$ cat src/sv/rssc_pkg.sv
// Shared constants and types for the range-sum subarray counter.
// No dependencies.
package rssc_pkg;

  localparam int unsigned MAX_LEN = 1024;
  localparam int unsigned ADDR_W  = $clog2(MAX_LEN);
  localparam int unsigned CNT_W   = $clog2(MAX_LEN + 1);

  localparam int unsigned DATA_W  = 32;
  localparam int unsigned SUM_W   = 48;
  localparam int unsigned DIFF_W  = SUM_W + 1;
  localparam int unsigned HERE_W  = 11;
  localparam int unsigned TOTAL_W = 20;
  localparam int unsigned PADDR_W = 3;

  localparam logic [HERE_W-1:0]  HERE_MAX  = {HERE_W{1'b1}};
  localparam logic [TOTAL_W-1:0] TOTAL_MAX = {TOTAL_W{1'b1}};

  // register select, taken from paddr[2]
  localparam logic REG_LOW  = 1'b0;
  localparam logic REG_HIGH = 1'b1;

  typedef struct packed {
    logic              we;
    logic [ADDR_W-1:0] waddr;
    logic [SUM_W-1:0]  wdata;
    logic              re;
    logic [ADDR_W-1:0] raddr;
  } mem_req_t;

  typedef struct packed {
    logic [SUM_W-1:0]  sum;
    logic [SUM_W-1:0]  prefix;
    logic [DATA_W-1:0] low;
    logic [DATA_W-1:0] high;
  } cmp_req_t;

endpackage

$ cat src/sv/rssc_range_unit.sv
// Shared subtract-and-compare unit: tests low <= sum - prefix <= high.
// Depends on rssc_pkg.
module rssc_range_unit (
  input  rssc_pkg::cmp_req_t req_i,
  output logic               hit_o
);

  logic signed [rssc_pkg::DIFF_W-1:0] diff;
  logic signed [rssc_pkg::DIFF_W-1:0] low_ext;
  logic signed [rssc_pkg::DIFF_W-1:0] high_ext;

  assign diff = $signed({req_i.sum[rssc_pkg::SUM_W-1], req_i.sum})
              - $signed({req_i.prefix[rssc_pkg::SUM_W-1], req_i.prefix});
  assign low_ext  = $signed({{(rssc_pkg::DIFF_W - rssc_pkg::DATA_W)
                              {req_i.low[rssc_pkg::DATA_W-1]}}, req_i.low});
  assign high_ext = $signed({{(rssc_pkg::DIFF_W - rssc_pkg::DATA_W)
                              {req_i.high[rssc_pkg::DATA_W-1]}}, req_i.high});

  assign hit_o = (diff >= low_ext) && (diff <= high_ext);

endmodule

$ cat config.mk
export PLATFORM = sky130hd
export DESIGN_NAME = rssc_range_unit
export DESIGN_NICKNAME = d
export VERILOG_FILES = /design/src/sv/rssc_pkg.sv /design/src/sv/rssc_range_unit.sv
export SDC_FILE = /design/constraint.sdc
export NUM_CORES = 1
export LEC_CHECK = 0
export BUFFER_PORTS_ARGS = -buffer_cell sky130_fd_sc_hd__buf_2
export CORE_UTILIZATION = 36
export DETAILED_ROUTE_END_ITERATION = 6
export PLACE_DENSITY = 0.66
export SYNTH_ARGS = -nofsm -noshare
export SYNTH_HDL_FRONTEND = slang
export SYNTH_SLANG_ARGS = --single-unit
export TNS_END_PERCENT = 10
$ cat constraint.sdc
create_clock -name vclk -period 7
set_input_delay 1.4 -clock vclk [all_inputs]
set_output_delay 1.4 -clock vclk [all_outputs]
set_load 0.01 [all_outputs]
==> flow_summary.json <==
{
  "setup.worst_path.class": "input pin to output port",
  "n_fill_cell": 1405,
  "design.seq.count": 0,
  "sequential_share_of_the_synthesized_area": 0,
  "ys_warn_count": 0,
  "worst_pin_slew_ps": 653,
  "p_leak_nw": 3.98,
  "die_h_microns": 120,
  "final-instance-count-excl-fill": 1099,
  "growth_of_design_area_from_synthesis_to_finish_pct": 32.6,
  "clockBufferCount": 0,
  "area.sequential_sq_um": 0,
  "cp_data_arrival_time_ps": 5630,
  "wire_length_of_the_first_global_routing_pass_microns": 23300,
  "postSynthNetCount": 1018,
  "gr-usage-all-layers": 0.190,
  "layout.nets": 1231,
  "hold_wc_path_type": "input pin to output port",
  "dieWidth_microns": 120,
  "core_area_sq_um": 13500,
  "path_max_fanout": 4,
  "grt_busiest_layer": "met2",
  "numPortBuffers": 161,
  "cp-start-kind": "input pin",
  "inst_count_dp": 1091,
  "hold_viol": 0,
  "synthCells": 711,
  "final_layout_size_suffix_gt1_frac": 0.285,
  "outcome": "finished, violations left",
  "drt_drc_violations_left": 0,
  "totalNegativeSetupSlack_ps": -31.8,
  "place.gp.congestion": 0.909,
  "detailroute.via_count": 5623,
  "synth_area_leader_cell": "ha_1",
  "fmaxAchievable_ghz": 0.142,
  "postRouteAntennaNets": 0,
  "synthDistinctLibCells": 51,
  "routed_wire_length_per_instance_microns": 12.8,
  "final_min_period_over_clock_period": 1.00,
  "required_ps": 5600,
  "dieArea_sq_um": 14500,
  "grt_overflow_total": 0,
  "first_global_vias": 5397,
  "yosys.cell_count.top_type": "ha_1",
  "detailedRoute.firstPassIterationCount": 4,
  "rsz_0062_raised_after_global_routing": "yes",
  "grt_use_met3": 0.00283,
  "max-cap-violations": 0,
  "post-route-min-period_ps": 7030,
  "syn_std_cell_area_sq_um": 5040,
  "drt-initial-drc-count": 191,
  "start_util": 0.375,
  "gr-usage-met2": 0.337,
  "hpwlAfterDp_microns": 12500,
  "peakVddDrop_v": 0.0000511,
  "rows": 42,
  "grt_start_max_net_pins": 19,
  "post_synthesis_area_per_instance_sq_um": 7.09,
  "num_io_pins": 161,
  "report.final.setup_viol": 1,
  "antenna_found_initial": 1,
  "detail_route.wirelength_microns": 14000,
  "max_slew_margin": 0.564,
  "synth.top_cells.by_count": "146 x ha_1, 123 x inv_1, 70 x a21oi_1",
  "report.power.total_uw": 739,
  "holdBufCountCts": 0,
  "p_per_area_nw_per_um2": 111,
  "worstSetupEndpointType": "output port",
  "crit_path_max_incr_delay_ps": 340,
  "post-route-worst-setup-slack_ps": -31.8,
  "synth_top_area_frac": 0.363,
  "synth_top_cells_by_area": "ha_1 36%, a21o_1 9.8%, inv_1 9.2%",
  "cpMaxStageDelayCell": "fa_2",
  "violations_in_the_final_reports": "setup timing",
  "slew_viols_final": 0,
  "avgViaCountPerCell": 5.12,
  "globalRouteMet1Util": 0.257,
  "path_common_cell": "a21oi_2"
}
cell type report:
class	count	area, sq um	area share
multi-input cells	573	4680	0.700
repair buffers	226	1310	0.197
inverters	123	464	0.0695
well taps	176	220	0.0330
diodes	1	2.50	0.000375
through the flow:
stage,setup slack [ps],cell area (sq um),util,hold slack [ps]
floorplan,247,5040,-,3270
global route,-334,6680,0.496,3650
global placement,-340,6440,0.479,3590
detailed placement,-436,6440,0.479,3590
CTS,13.3,6600,0.491,3600
finish,-31.8,6680,0.496,3580
cell families after synthesis:
group                    Yosys count  share of synthesized area
buffers and inverters            138                      0.103
multiplexers                       2                    0.00397
AND/OR/NAND/NOR                  147                      0.147
XOR/XNOR                          42                     0.0730
AO/OA/AOI/OAI                    235                      0.307
adder cells (fa/ha/maj)          147                      0.367
worst max-delay path: cells and delay by family:
kind | cells | cell delay, ps
adder cells (fa/ha/maj) | 3 | 750
AND/OR/NAND/NOR | 1 | 160
AO/OA/AOI/OAI | 17 | 2720
buffers and inverters | 4 | 320
XOR/XNOR | 1 | 250
placed cells by master, fill, tap and decap left out, drive strengths merged, types with 18 or more instances in the layout:
master | netlist | layout
nand4 | 32 | 32
xnor2 | 24 | 24
nand2 | 34 | 34
buf | 0 | 226
o21ai | 41 | 41
a21oi | 72 | 72
nor2 | 35 | 35
inv | 123 | 123
xor2 | 18 | 18
ha | 146 | 146
a21o | 66 | 66
path summary, 6_finish.rpt:
kind / endpoint / startpoint / cells past startpoint / slack, ps
min: hit_o / req_i[49] / 7 / 3580
max: hit_o / req_i[112] / 26 / -30
power by group:
group / internal (mW) / switching (mW) / leakage, nW
registers: 0 / 0 / 0
clock network: 0.0000000191 / 0 / 0.00000634
logic: 0.361 / 0.378 / 3.98
per-layer routing:
layer | share of wire | vias up | wire length (microns)
met3 | 0.035 | 20 | 494
met5 | 0 | - | 0
met1 | 0.49 | 2466 | 6870
li1 | - | 2986 | -
met4 | 0.024 | 0 | 331
met2 | 0.45 | 151 | 6340
timing repair:
item,CTS,global route
setup endpoints to repair,1,1
pin swaps,29,17
cloned,0,0
setup buffers,5,3
resized for setup,29,14
(Power assumes the default switching activity.)
